$ cat config.mk
export PLATFORM = sky130hd
export DESIGN_NAME = c_comment_stripper_top_flat
export DESIGN_NICKNAME = d
export VERILOG_FILES = /design/src/hdl/ccs_pkg.sv /design/src/hdl/ccs_if.sv /design/src/hdl/c_comment_stripper_top.sv /design/src/hdl/ccs_front.sv /design/src/hdl/ccs_queue.sv /design/src/hdl/ccs_back.sv /design/src/flat_wrapper.sv
export VERILOG_INCLUDE_DIRS = /design/src /design/src/hdl
export SDC_FILE = /design/constraint.sdc
export NUM_CORES = 1
export LEC_CHECK = 0
export BUFFER_PORTS_ARGS = -buffer_cell sky130_fd_sc_hd__buf_4
export CAP_MARGIN = 25
export CELL_PAD_IN_SITES_DETAIL_PLACEMENT = 1
export CELL_PAD_IN_SITES_GLOBAL_PLACEMENT = 2
export CORE_ASPECT_RATIO = 0.9
export CORE_MARGIN = 1
export CORE_UTILIZATION = 35
export DETAILED_ROUTE_END_ITERATION = 8
export GPL_ROUTABILITY_DRIVEN = 0
export GPL_TIMING_DRIVEN = 0
export PLACE_DENSITY_LB_ADDON = 0.2
export SLEW_MARGIN = 20
export SYNTH_ARGS = -nofsm -noshare
export SYNTH_HDL_FRONTEND = slang
export SYNTH_SLANG_ARGS = --single-unit
export TNS_END_PERCENT = 50
$ cat constraint.sdc
create_clock -name clk -period 3.8 [get_ports clk]
set_input_delay 0.38 -clock clk [delete_from_list [all_inputs] [get_ports clk]]
set_output_delay 0.38 -clock clk [all_outputs]
set_load 0.02 [all_outputs]
$ cat src/hdl/assert_macros.svh
// ---------------------------------------------------------------------------
// Assertion macros shared by the comment stripper modules.
// CCS_ASSERT expects signals clk and rst_n in the using module, CCS_ASSERT_ALWAYS only clk.
// ---------------------------------------------------------------------------
`ifndef ASSERT_MACROS_SVH
`define ASSERT_MACROS_SVH

// Checked at every rising edge outside reset.
`define CCS_ASSERT(lbl, prop, msg) \
  lbl: assert property (@(posedge clk) disable iff (!rst_n) prop) else $error(msg);

// Checked at every rising edge, reset included.
`define CCS_ASSERT_ALWAYS(lbl, prop, msg) \
  lbl: assert property (@(posedge clk) prop) else $error(msg);

`endif

$ cat src/hdl/ccs_pkg.sv
// ---------------------------------------------------------------------------
// ccs_pkg
// Types and constants shared by the comment stripper modules.
// ---------------------------------------------------------------------------
package ccs_pkg;

  // Scanner modes.
  typedef enum logic [3:0] {
    MODE_NORMAL     = 4'd0,
    MODE_SLASH      = 4'd1,
    MODE_STR        = 4'd2,
    MODE_STR_ESC    = 4'd3,
    MODE_CHR        = 4'd4,
    MODE_CHR_ESC    = 4'd5,
    MODE_LINE       = 4'd6,
    MODE_LINE_BS    = 4'd7,
    MODE_BLOCK      = 4'd8,
    MODE_BLOCK_STAR = 4'd9
  } scan_mode_t;

  // Characters the scanner looks for.
  localparam logic [7:0] CH_SLASH = 8'h2F;
  localparam logic [7:0] CH_STAR  = 8'h2A;
  localparam logic [7:0] CH_NL    = 8'h0A;
  localparam logic [7:0] CH_BSL   = 8'h5C;
  localparam logic [7:0] CH_DQ    = 8'h22;
  localparam logic [7:0] CH_SQ    = 8'h27;
  localparam logic [7:0] CH_SPACE = 8'h20;

  // Queue between scanner and output stage.
  localparam int QDEPTH = 4;
  localparam int QPTR_W = $clog2(QDEPTH);
  localparam int QCNT_W = $clog2(QDEPTH + 1);

  // All results caused by one request. A run holds one result, or two when
  // two_res is set; byte0_vld is clear only for a bare end marker.
  typedef struct packed {
    logic       two_res;
    logic       byte0_vld;
    logic [7:0] byte0;
    logic [7:0] byte1;
    logic       fin;
  } run_t;

endpackage

$ cat src/hdl/ccs_if.sv
// ---------------------------------------------------------------------------
// ccs_in_if / ccs_out_if
// Valid/ready channels for source bytes in and filtered bytes out.
// ---------------------------------------------------------------------------
interface ccs_in_if;
  logic       valid;
  logic       ready;
  logic [7:0] in_byte;
  logic       end_of_input;

  modport source (output valid, output in_byte, output end_of_input, input ready);
  modport sink   (input valid, input in_byte, input end_of_input, output ready);
endinterface

interface ccs_out_if;
  logic       valid;
  logic       ready;
  logic [7:0] out_byte;
  logic       byte_valid;
  logic       last_of_run;
  logic       end_of_stream;

  modport source (output valid, output out_byte, output byte_valid,
                  output last_of_run, output end_of_stream, input ready);
  modport sink   (input valid, input out_byte, input byte_valid,
                  input last_of_run, input end_of_stream, output ready);
endinterface

$ cat src/hdl/c_comment_stripper_top.sv
// ---------------------------------------------------------------------------
// c_comment_stripper_top
// C comment removal filter: source bytes in, bytes without comments out.
// ---------------------------------------------------------------------------
// Usage:
// The in_ch channel takes one source byte per request, with end_of_input
// set on the final byte of a stream. The out_ch channel delivers the
// filtered bytes. Each request causes zero, one or two results; the last
// result of a request has last_of_run set, and the last result of the
// final request also has end_of_stream set. If the final request emits no
// byte, one bare end marker (byte_valid low, out_byte zero) is delivered.
// A result passes through the run queue and then the output register before
// it is presented on out_ch, and a second result of the same request follows
// it. The front takes one request per cycle while the queue is not full. The
// output register sends one result per cycle while the receiver is ready,
// so the four-entry run queue absorbs the second result of a request that
// yields two (a held slash followed by a non-comment byte).
// When the receiver stalls, the output register holds its result and the
// queue fills; in_ch.ready drops only once the queue is full.
// Reset (rst_n low at a clock edge) returns the scanner to normal text and
// empties the queue and the output register.
// ---------------------------------------------------------------------------
module c_comment_stripper_top
  import ccs_pkg::*;
(
  input  logic        clk,
  input  logic        rst_n,
  ccs_in_if.sink      in_ch,
  ccs_out_if.source   out_ch
);

  // Scanner to queue.
  logic push;
  run_t push_run;
  logic q_full;

  // Queue to output stage.
  logic head_vld;
  run_t head_run;
  logic pop;

  // Front: mode tracking and run building, one request per cycle while the queue is not full.
  ccs_front u_front (
    .clk      (clk),
    .rst_n    (rst_n),
    .in_ch    (in_ch),
    .q_full   (q_full),
    .push     (push),
    .push_run (push_run)
  );

  // Queue decouples the scanner from stalls at the output.
  ccs_queue u_queue (
    .clk      (clk),
    .rst_n    (rst_n),
    .push     (push),
    .push_run (push_run),
    .full     (q_full),
    .head_vld (head_vld),
    .head_run (head_run),
    .pop      (pop)
  );

  // Back: splits runs into single results behind the output register.
  ccs_back u_back (
    .clk      (clk),
    .rst_n    (rst_n),
    .head_vld (head_vld),
    .head_run (head_run),
    .pop      (pop),
    .out_ch   (out_ch)
  );

endmodule

$ cat src/hdl/ccs_front.sv
// ---------------------------------------------------------------------------
// ccs_front
// Scanner: accepts source bytes, tracks the comment/literal mode and builds
// one run of results per request that produces any or that ends the stream.
// ---------------------------------------------------------------------------
`include "assert_macros.svh"

module ccs_front
  import ccs_pkg::*;
(
  input  logic        clk,
  input  logic        rst_n,
  ccs_in_if.sink      in_ch,
  input  logic        q_full,
  output logic        push,
  output run_t        push_run
);

  typedef struct packed {
    scan_mode_t mode;
    logic [1:0] cnt;
    logic [7:0] b0;
    logic [7:0] b1;
  } step_t;

  scan_mode_t mode_r;
  scan_mode_t mode_nxt;
  step_t      st;
  logic       accept;

  // Mode after a byte seen in normal text (slash handled by the caller).
  function automatic scan_mode_t normal_mode(logic [7:0] b);
    scan_mode_t m;
    m = MODE_NORMAL;
    if (b == CH_DQ) begin
      m = MODE_STR;
    end else if (b == CH_SQ) begin
      m = MODE_CHR;
    end
    return m;
  endfunction

  function automatic step_t scan_step(scan_mode_t m, logic [7:0] b, logic fin);
    step_t s;
    s.mode = m;
    s.cnt  = 2'd0;
    s.b0   = 8'h00;
    s.b1   = 8'h00;
    case (m)
      MODE_SLASH: begin
        if (b == CH_SLASH) begin
          s.mode = MODE_LINE;
        end else if (b == CH_STAR) begin
          s.mode = MODE_BLOCK;
        end else begin
          // Not a comment: the held slash goes out ahead of this byte.
          s.cnt  = 2'd2;
          s.b0   = CH_SLASH;
          s.b1   = b;
          s.mode = normal_mode(b);
        end
      end
      MODE_STR: begin
        s.cnt = 2'd1;
        s.b0  = b;
        if (b == CH_BSL) begin
          s.mode = MODE_STR_ESC;
        end else if (b == CH_DQ) begin
          s.mode = MODE_NORMAL;
        end
      end
      MODE_STR_ESC: begin
        s.cnt  = 2'd1;
        s.b0   = b;
        s.mode = MODE_STR;
      end
      MODE_CHR: begin
        s.cnt = 2'd1;
        s.b0  = b;
        if (b == CH_BSL) begin
          s.mode = MODE_CHR_ESC;
        end else if (b == CH_SQ) begin
          s.mode = MODE_NORMAL;
        end
      end
      MODE_CHR_ESC: begin
        s.cnt  = 2'd1;
        s.b0   = b;
        s.mode = MODE_CHR;
      end
      MODE_LINE: begin
        if (b == CH_NL) begin
          s.cnt  = 2'd1;
          s.b0   = CH_SPACE;
          s.mode = MODE_NORMAL;
        end else if (b == CH_BSL) begin
          s.mode = MODE_LINE_BS;
        end
      end
      MODE_LINE_BS: begin
        if (b == CH_NL) begin
          s.cnt  = 2'd1;
          s.b0   = CH_SPACE;
          s.mode = MODE_LINE;
        end else if (b != CH_BSL) begin
          s.mode = MODE_LINE;
        end
      end
      MODE_BLOCK: begin
        if (b == CH_STAR) begin
          s.mode = MODE_BLOCK_STAR;
        end
      end
      MODE_BLOCK_STAR: begin
        if (b == CH_SLASH) begin
          s.mode = MODE_NORMAL;
        end else if (b != CH_STAR) begin
          s.mode = MODE_BLOCK;
        end
      end
      default: begin
        // Normal text, and any unused mode code.
        if (b == CH_SLASH) begin
          s.mode = MODE_SLASH;
        end else begin
          s.cnt  = 2'd1;
          s.b0   = b;
          s.mode = normal_mode(b);
        end
      end
    endcase
    // At the end of the stream a slash still held is flushed.
    if (fin) begin
      if (s.mode == MODE_SLASH) begin
        if (s.cnt == 2'd0) begin
          s.cnt = 2'd1;
          s.b0  = CH_SLASH;
        end else begin
          s.cnt = 2'd2;
          s.b1  = CH_SLASH;
        end
      end
      s.mode = MODE_NORMAL;
    end
    return s;
  endfunction

  assign in_ch.ready = !q_full;
  assign accept      = in_ch.valid && !q_full;
  assign st          = scan_step(mode_r, in_ch.in_byte, in_ch.end_of_input);

  always_comb begin
    mode_nxt = mode_r;
    if (accept) begin
      mode_nxt = st.mode;
    end
  end

  always_ff @(posedge clk) begin
    if (!rst_n) begin
      mode_r <= MODE_NORMAL;
    end else begin
      mode_r <= mode_nxt;
    end
  end

  // A request that yields nothing and does not end the stream adds no run.
  assign push               = accept && ((st.cnt != 2'd0) || in_ch.end_of_input);
  assign push_run.two_res   = (st.cnt == 2'd2);
  assign push_run.byte0_vld = (st.cnt != 2'd0);
  assign push_run.byte0     = st.b0;
  assign push_run.byte1     = st.b1;
  assign push_run.fin       = in_ch.end_of_input;

  `CCS_ASSERT(a_fin_resets_mode, accept && in_ch.end_of_input |=> mode_r == MODE_NORMAL, "front: mode not normal after final byte")

endmodule

$ cat src/hdl/ccs_queue.sv
// ---------------------------------------------------------------------------
// ccs_queue
// Short FIFO of runs between the scanner and the output stage.
// ---------------------------------------------------------------------------
`include "assert_macros.svh"

module ccs_queue
  import ccs_pkg::*;
(
  input  logic clk,
  input  logic rst_n,
  input  logic push,
  input  run_t push_run,
  output logic full,
  output logic head_vld,
  output run_t head_run,
  input  logic pop
);

  run_t              slot_r [QDEPTH];
  logic [QPTR_W-1:0] wr_ptr_r, wr_ptr_nxt;
  logic [QPTR_W-1:0] rd_ptr_r, rd_ptr_nxt;
  logic [QCNT_W-1:0] cnt_r, cnt_nxt;
  logic              do_push, do_pop;

  assign full     = (cnt_r == QCNT_W'(QDEPTH));
  assign head_vld = (cnt_r != '0);
  assign head_run = slot_r[rd_ptr_r];
  assign do_push  = push && !full;
  assign do_pop   = pop && head_vld;

  always_comb begin
    wr_ptr_nxt = wr_ptr_r + QPTR_W'(do_push);
    rd_ptr_nxt = rd_ptr_r + QPTR_W'(do_pop);
    cnt_nxt    = cnt_r + QCNT_W'(do_push) - QCNT_W'(do_pop);
  end

  always_ff @(posedge clk) begin
    if (!rst_n) begin
      wr_ptr_r <= '0;
      rd_ptr_r <= '0;
      cnt_r    <= '0;
    end else begin
      wr_ptr_r <= wr_ptr_nxt;
      rd_ptr_r <= rd_ptr_nxt;
      cnt_r    <= cnt_nxt;
    end
  end

  always_ff @(posedge clk) begin
    if (do_push) begin
      slot_r[wr_ptr_r] <= push_run;
    end
  end

  `CCS_ASSERT(a_no_push_full, full |-> !push, "queue: push while full")
  `CCS_ASSERT(a_cnt_range, cnt_r <= QCNT_W'(QDEPTH), "queue: count beyond depth")

endmodule

$ cat src/hdl/ccs_back.sv
// ---------------------------------------------------------------------------
// ccs_back
// Output stage: unpacks each run into results, one per cycle while the
// receiver is ready, through an output register.
// ---------------------------------------------------------------------------
`include "assert_macros.svh"

module ccs_back
  import ccs_pkg::*;
(
  input  logic        clk,
  input  logic        rst_n,
  input  logic        head_vld,
  input  run_t        head_run,
  output logic        pop,
  ccs_out_if.source   out_ch
);

  logic       ov_r, ov_nxt;
  logic       second_r, second_nxt;
  logic [7:0] byte_r, byte_nxt;
  logic       bvld_r, bvld_nxt;
  logic       last_r, last_nxt;
  logic       eos_r, eos_nxt;
  logic       load;

  assign load = !ov_r || out_ch.ready;

  always_comb begin
    ov_nxt     = ov_r;
    second_nxt = second_r;
    byte_nxt   = byte_r;
    bvld_nxt   = bvld_r;
    last_nxt   = last_r;
    eos_nxt    = eos_r;
    pop        = 1'b0;
    if (load) begin
      ov_nxt = head_vld;
      if (head_vld) begin
        if (second_r) begin
          byte_nxt   = head_run.byte1;
          bvld_nxt   = 1'b1;
          last_nxt   = 1'b1;
          eos_nxt    = head_run.fin;
          second_nxt = 1'b0;
          pop        = 1'b1;
        end else if (head_run.two_res) begin
          byte_nxt   = head_run.byte0;
          bvld_nxt   = 1'b1;
          last_nxt   = 1'b0;
          eos_nxt    = 1'b0;
          second_nxt = 1'b1;
        end else begin
          byte_nxt = head_run.byte0;
          bvld_nxt = head_run.byte0_vld;
          last_nxt = 1'b1;
          eos_nxt  = head_run.fin;
          pop      = 1'b1;
        end
      end
    end
  end

  always_ff @(posedge clk) begin
    if (!rst_n) begin
      ov_r     <= 1'b0;
      second_r <= 1'b0;
    end else begin
      ov_r     <= ov_nxt;
      second_r <= second_nxt;
    end
  end

  always_ff @(posedge clk) begin
    byte_r <= byte_nxt;
    bvld_r <= bvld_nxt;
    last_r <= last_nxt;
    eos_r  <= eos_nxt;
  end

  assign out_ch.valid         = ov_r;
  assign out_ch.out_byte      = byte_r;
  assign out_ch.byte_valid    = bvld_r;
  assign out_ch.last_of_run   = last_r;
  assign out_ch.end_of_stream = eos_r;

  `CCS_ASSERT(a_second_has_head, second_r |-> head_vld && head_run.two_res, "back: second half without run")
  `CCS_ASSERT(a_marker_ends_run, ov_r && !bvld_r |-> last_r && eos_r, "back: bare marker not closing stream")

endmodule
$ cat src/flat_wrapper.sv
// flat-port wrapper written by rule: the top's interface ports become plain ports
module c_comment_stripper_top_flat import ccs_pkg::*;
  (clk, rst_n, in_ch_valid, in_ch_in_byte, in_ch_end_of_input, in_ch_ready, out_ch_valid, out_ch_out_byte, out_ch_byte_valid, out_ch_last_of_run, out_ch_end_of_stream, out_ch_ready);
  ccs_in_if in_ch_i ();
  ccs_out_if out_ch_i ();
  input  logic clk;
  input  logic rst_n;
  input wire logic [$bits(in_ch_i.valid)-1:0] in_ch_valid;
  input wire logic [$bits(in_ch_i.in_byte)-1:0] in_ch_in_byte;
  input wire logic [$bits(in_ch_i.end_of_input)-1:0] in_ch_end_of_input;
  output wire logic [$bits(in_ch_i.ready)-1:0] in_ch_ready;
  output wire logic [$bits(out_ch_i.valid)-1:0] out_ch_valid;
  output wire logic [$bits(out_ch_i.out_byte)-1:0] out_ch_out_byte;
  output wire logic [$bits(out_ch_i.byte_valid)-1:0] out_ch_byte_valid;
  output wire logic [$bits(out_ch_i.last_of_run)-1:0] out_ch_last_of_run;
  output wire logic [$bits(out_ch_i.end_of_stream)-1:0] out_ch_end_of_stream;
  input wire logic [$bits(out_ch_i.ready)-1:0] out_ch_ready;
  assign in_ch_i.valid = in_ch_valid;
  assign in_ch_i.in_byte = in_ch_in_byte;
  assign in_ch_i.end_of_input = in_ch_end_of_input;
  assign in_ch_ready = in_ch_i.ready;
  assign out_ch_valid = out_ch_i.valid;
  assign out_ch_out_byte = out_ch_i.out_byte;
  assign out_ch_byte_valid = out_ch_i.byte_valid;
  assign out_ch_last_of_run = out_ch_i.last_of_run;
  assign out_ch_end_of_stream = out_ch_i.end_of_stream;
  assign out_ch_i.ready = out_ch_ready;
  c_comment_stripper_top u_core (.clk(clk), .rst_n(rst_n), .in_ch(in_ch_i), .out_ch(out_ch_i));
endmodule
After elaboration in Yosys (flattened, before gate mapping)
Memories as Yosys holds them, arrays and structs flattened. A register that Yosys moved wholly into a read port is not among the register bits. Index checks and enable logic that the tools add are counted. W data, S select, Z words.

Bits of input ports: 13. Logic and storage cells: 91. Output and inout port bits: 13. Register bits: 24. Bits in writable memories: 76. Memories kept: 1.

Memory list: u_core.u_queue.slot_r (words 4, width 19, read ports 1, clocked after memory_dff 1, wr ports 1, line ccs_queue.sv:20) `run_t slot_r [QDEPTH];`.

Multiplexer cells: 40. Eq/ne operators: 20. Add/sub/neg operators: 4. Reduce and logical (&&, ||, !) cells: 16.

Operators by type and width (count): $mux W4 (15); $mux W18 (3); $pmux W10 S4 (1); $pmux W4 S9 (1); $eq A8 B6 Y1 const B (4); $mux W8 (4); $mux W22 (1); $mux W9 (2); $eq A4 B3 Y1 const B (4); $mux W1 (10); $eq A4 B1 Y1 const B (2); $eq A4 B2 Y1 const B (2); $eq A4 B4 Y1 const B (2); $eq A8 B4 Y1 const B (1); $eq A8 B7 Y1 const B (1); $ne A8 B6 Y1 const B (1); $ne A8 B7 Y1 const B (1); $reduce_or A2 Y1 (3); $add A2 B1 Y2 (2); $logic_and A1 B1 Y1 (4); $mux W2 (2); $reduce_or A4 Y1 (1); $add A3 B1 Y3 (1); $eq A3 B3 Y1 const B (1); 9 further kinds (11).

Depth between registers and ports, before layout
Depth in word-level cells: 15. Gate-level depth with buffers: 13. Gate-level depth less buffers: 12.

By module
A second synthesis with hierarchy kept.

Cell total of the unflattened synthesis: 295. Area total of the unflattened synthesis: 4608.2 sq um.

Modules (own cells, without submodules): ccs_queue (seq. area each 2422.3 sq um, area an instance 3119.2 sq um, cells an instance 135, times used 1); ccs_front (seq. area each 80.1 sq um, area an instance 945.9 sq um, cells an instance 125, times used 1); ccs_back (seq. area each 370.4 sq um, area an instance 543.0 sq um, cells an instance 35, times used 1).

Worst setup path after synthesis
No wires, ideal clock.

Path type: register to register. Start point: register u_core.u_front.mode_r[2]. End point: memory u_core.u_queue.slot_r[1][0] (netlist name) (enable). Cell stages (with the launch flop): 7. Setup slack: -0.185 ns. Buffers on the path: 1. Data required time: 3.350 ns. Data arrival time: 3.535 ns. Path through: dfxtp_1 -> clkbuf_1 -> or2_2 -> nor3b_1 -> o31a_1 -> a2111oi_4 -> nor4b_1.

Cells in the longest elaborated chain, start to end: 13. Elaborated cells between the ends (all ways): 36.

RTL lines: start, declared (line ccs_front.sv:26) `scan_mode_t mode_r;`; start signal, assigned (line ccs_front.sv:163) `mode_r <= mode_nxt;`; $eq A4 B3 Y1 (tied with other cells) (line ccs_front.sv:49) `case (m)`; $reduce_or A4 Y1 (no line) or $reduce_or A2 Y1 (tied branches); $pmux W10 S4 (line ccs_front.sv:49); $logic_not A2 Y1 (line ccs_front.sv:135) `if (s.cnt == 2'd0) begin`; $mux W2 (line ccs_front.sv:135); $mux W18 (line ccs_front.sv:134) `if (s.mode == MODE_SLASH) begin`; $mux W22 * (line ccs_front.sv:133) `if (fin) begin`; $reduce_bool A2 Y1 * (line ccs_front.sv:168) `assign push = accept && ((st.cnt != 2'd0) || in_ch.end_of_input);`; $logic_or A1 B1 Y1 * (line ccs_front.sv:168); $logic_and A1 B1 Y1 * (line ccs_front.sv:168); $logic_and A1 B1 Y1 * (line ccs_queue.sv:29) `assign do_push = push && !full;`; $mux W1 * (line ccs_queue.sv:51) `if (do_push) begin`; $mux W1 (not written as such) * (line ccs_queue.sv:52) `slot_r[wr_ptr_r] <= push_run;`; end, declared (line ccs_queue.sv:20).

Every way passes the cells marked *; elsewhere a longest branch is shown, timed or not.

Worst setup path after layout
Start point: input port in_ch_in_byte[4]. End point: register u_core.u_queue.cnt_r[2].

Cells in the longest elaborated chain, start to end: 15. Elaborated cells between the ends (all ways): 41.

RTL lines: start, declared (line flat_wrapper.sv:9) `input wire logic [$bits(in_ch_i.in_byte)-1:0] in_ch_in_byte;`; $eq A8 B6 Y1 (line ccs_front.sv:37, ccs_front.sv:82); $mux W3 (line ccs_front.sv:37) `end else if (b == CH_SQ) begin`; $mux W4 (line ccs_front.sv:35) `if (b == CH_DQ) begin`; $mux W4 (line ccs_front.sv:53) `end else if (b == CH_STAR) begin`; $mux W4 (line ccs_front.sv:51) `if (b == CH_SLASH) begin`; $pmux W4 S9 (line ccs_front.sv:49); $eq A4 B1 Y1 (line ccs_front.sv:134); $mux W18 (line ccs_front.sv:134); $mux W22 * (line ccs_front.sv:133); $reduce_bool A2 Y1 * (line ccs_front.sv:168); $logic_or A1 B1 Y1 * (line ccs_front.sv:168); $logic_and A1 B1 Y1 * (line ccs_front.sv:168); $logic_and A1 B1 Y1 * (line ccs_queue.sv:29); $add A3 B1 Y3 * (line ccs_queue.sv:35) `cnt_nxt = cnt_r + QCNT_W'(do_push) - QCNT_W'(do_pop);`; $sub A3 B1 Y3 * (line ccs_queue.sv:35); end signal, assigned (line ccs_queue.sv:46) `cnt_r <= cnt_nxt;`; end, declared (line ccs_queue.sv:23) `logic [QCNT_W-1:0] cnt_r, cnt_nxt;`.

Marked as above. A chain may end at the register's enable or synchronous reset.

==> flow_summary.ini <==
[yosys]
synth_simple_gate_area_frac = 0.1219
synth-xor-area-share = 0.009831
synth_top_area_share = 0.5865
synth_top_family_by_area = simple AND/OR/NAND/NOR gates
yosysWarningCount = 0
ys_seq_elements = 100
synthAdderAreaFrac = 0.01573
synth_ff_type = edfxtp_1
syn-num-nets = 307
synthCells = 289
synthMuxAreaShare = 0.1163
synth_top_cells_by_area = edfxtp_1 59%, mux4_2 9.6%, dfxtp_1 5.8%
async_flop_share = 0
avgSynthCellArea_um2 = 15.41
synth_edf_count = 87
synth_compound_area_frac = 0.06910
ys_types = 59
syn_area_um2 = 4454
post-synth-top-area-cell = edfxtp_1
seq_area_frac_synth = 0.6449

[global_route]
antenna_found_initial = 0
grt_pass1_wl_um = 15460
grt_pass1_vias = 2700
grt.total_usage = 0.1616
grt_max_degree = 16
overflow = 0

[clock_network]
cts_buffer_depth = 2
cts_htree_levels = 3
cts_tree = built
cts_sinks = 100
ctsResizeCount = 0
cts_root_buf = clkbuf_16
clkTransAtPathRegs_ns = 0.07
postCtsHoldBufs = 0
insertion_delay_ns = 0.34
numCtsBuffers = 9
post-cts-setup-buffers = 0

[worst_setup_path]
worstPathRequired_ns = 4.02
crit_arrival_ns = 3.63
end_kind = flip-flop
start_kind = input port
critPathMaxFanout = 6
crit_type = input port to flip-flop

[timing]
grt_setup_unrepaired = false
final.setup.worst_slack_ns = 0.3953
slew_viol_final = 0
worstMarginPinSlew_ns = 0.8427
finalCritPeriodShare = 0.8960
slew_headroom = 0.4382
setup_viol = 0
clock.fmax_mhz = 293.7
period_needed_ns = 3.405
skew_ns = 0.009456
finalHoldViolations = 0

[final_layout]
drive_gt1_frac = 0.2920
nets = 353
fin_util = 0.4281
syn2layout_area_growth_pct = 17.44
antennaDiodeCount = 0
design_area_um2 = 5231

[placement]
hpwlAfterDp_um = 6882
post_dp_cell_area_um2 = 4945
io_buffer_count = 24
pre_cts_slack_ns = 0.06500

[routing]
routed_wl_um = 9562
ant_nets = 0
drc = 0
drt-vias-per-instance = 5.124
drtIter0Drc = 112
vias = 2557
dr.pass1.iters = 4
wl_per_cell_um = 19.16

[floorplanning]
ios = 26
die_area_um2 = 13180
rows = 38
die_w_um = 120.9
initial_core_util = 0.3645
coreArea_um2 = 12220
fp.dieH_um = 109.0

[min_path]
hold_class = input port to flip-flop

[power]
peakVddDrop_mv = 0.2378
power_mw = 3.202
p_leak_nw = 1.853
pwr_density_cell_nw_per_um2 = 612.2

[job]
max_cap_violations = 0

[run_status]
status = complete, no violations
critical path: stages:
cell       delay (ns)
buf_4            0.14
nor4b_2          0.68
nand2_1          0.15
o31a_1           0.36
a2111oi_4        0.56
nand2b_1         0.19
ha_1             0.13
inv_1            0.04
ha_1             0.20
fa_1             0.40
xnor2_1          0.19
xnor2_1          0.15
nor2_1           0.05
registers in the layout (all words and copies together) (netlist names):
| signal | count |
|---|---|
| u_core.u_back.out_ch.out_byte | 8 |
| u_core.u_front.mode_r | 4 |
| u_core.u_back.out_ch.valid | 1 |
| u_core.u_queue.rd_ptr_r | 2 |
| u_core.u_back.second_r | 1 |
| u_core.u_queue.slot_r | 76 |
| u_core.u_queue.cnt_r | 3 |
| u_core.u_back.out_ch.byte_valid | 1 |
| u_core.u_back.out_ch.last_of_run | 1 |
| u_core.u_back.out_ch.end_of_stream | 1 |
| u_core.u_queue.wr_ptr_r | 2 |
per-stage QoR:
stage                     std cells  hold WS [ns]  setup TNS [ns]
after detailed placement        484        0.5241               0
after CTS                       499        0.3252               0
after global routing            499        0.3350               0
after global placement          473        0.4881         -128.62
after floorplan                 289        0.4789          -3.102
final                           499        0.3315               0
cell type report:
| type | count | area (um2) |
|---|---|---|
| Sequential cell | 100 | 2873 |
| Buffer | 16 | 65.06 |
| Clock buffer | 9 | 225.2 |
| Multi-Input combinational cell | 164 | 1520 |
| Clock inverter | 6 | 56.30 |
| Timing Repair Buffer | 35 | 257.7 |
| Tap cell | 160 | 200.2 |
| Fill cell | 1236 | 6988 |
| Inverter | 9 | 33.78 |
report_power, final:
part           internal [mW]  switching, mW
sequential              1.40         0.0524
combinational          0.404          0.467
clock                  0.501          0.380
per-layer routing:
metal / wire [um] / vias to the layer above / track usage
li1: - / 1224 / -
met1: 4751 / 1292 / 0.2237
met2: 4472 / 31 / 0.2527
met3: 205 / 10 / 0.03504
met4: 133 / 0 / 0.05467
met5: 0 / - / 0
cell usage after synthesis (all sizes together), types with 2 or more instances:
cell type and n:
edfxtp 87, mux4 19, and2 18, dfxtp 13, nand2 13, nor2 13
clkbuf 12, inv 9, mux2 8, a21oi 7, a31oi 6, and3 5
nand3 5, nor2b 5, nor3 5, o21ai 5, buf 4, ha 4
nand2b 4, xnor2 4, nand4 3, nor4b 3, o21a 3, o31ai 3
a211oi 2, a22oi 2, nor3b 2, nor4 2, or2 2, or3 2
or4b 2
path summary, 6_finish.rpt:
check             depth (start not counted)                                 endpoint                               startpoint  slack [ns]
setup / recovery                         13       u_core.u_queue.cnt_r[2]$_SDFF_PN0_                         in_ch_in_byte[4]        0.40
hold / removal                            1    u_core.u_queue.slot_r[2][0]$_DFFE_PP_                       in_ch_end_of_input        0.33
setup reg to reg                         13       u_core.u_queue.cnt_r[2]$_SDFF_PN0_    u_core.u_front.mode_r[2]$_SDFFE_PN0P_        0.45
hold reg to reg                           2  u_core.u_back.out_ch.valid$_SDFFE_PN0N_  u_core.u_back.out_ch.valid$_SDFFE_PN0N_        0.53
logic make-up (layout without fill, tap and decap cells):
group	count (synthesis)	in the layout
AO/OA/AOI/OAI	38	38
XOR/XNOR	5	5
adder cells (fa/ha/maj)	5	5
buffers and inverters	25	75
flip-flops	100	100
multiplexers	27	27
AND/OR/NAND/NOR	89	89
cells in the final DEF (no fill, tap or decap), drive strengths merged, types with 8 or more instances in the layout:
cell type,Yosys,final
nor2,13,13
mux4,19,19
nand2,13,13
and2,18,18
dfxtp,13,13
buf,4,39
edfxtp,87,87
clkbuf,12,21
mux2,8,8
inv,9,9
(Power assumes the default switching activity.)
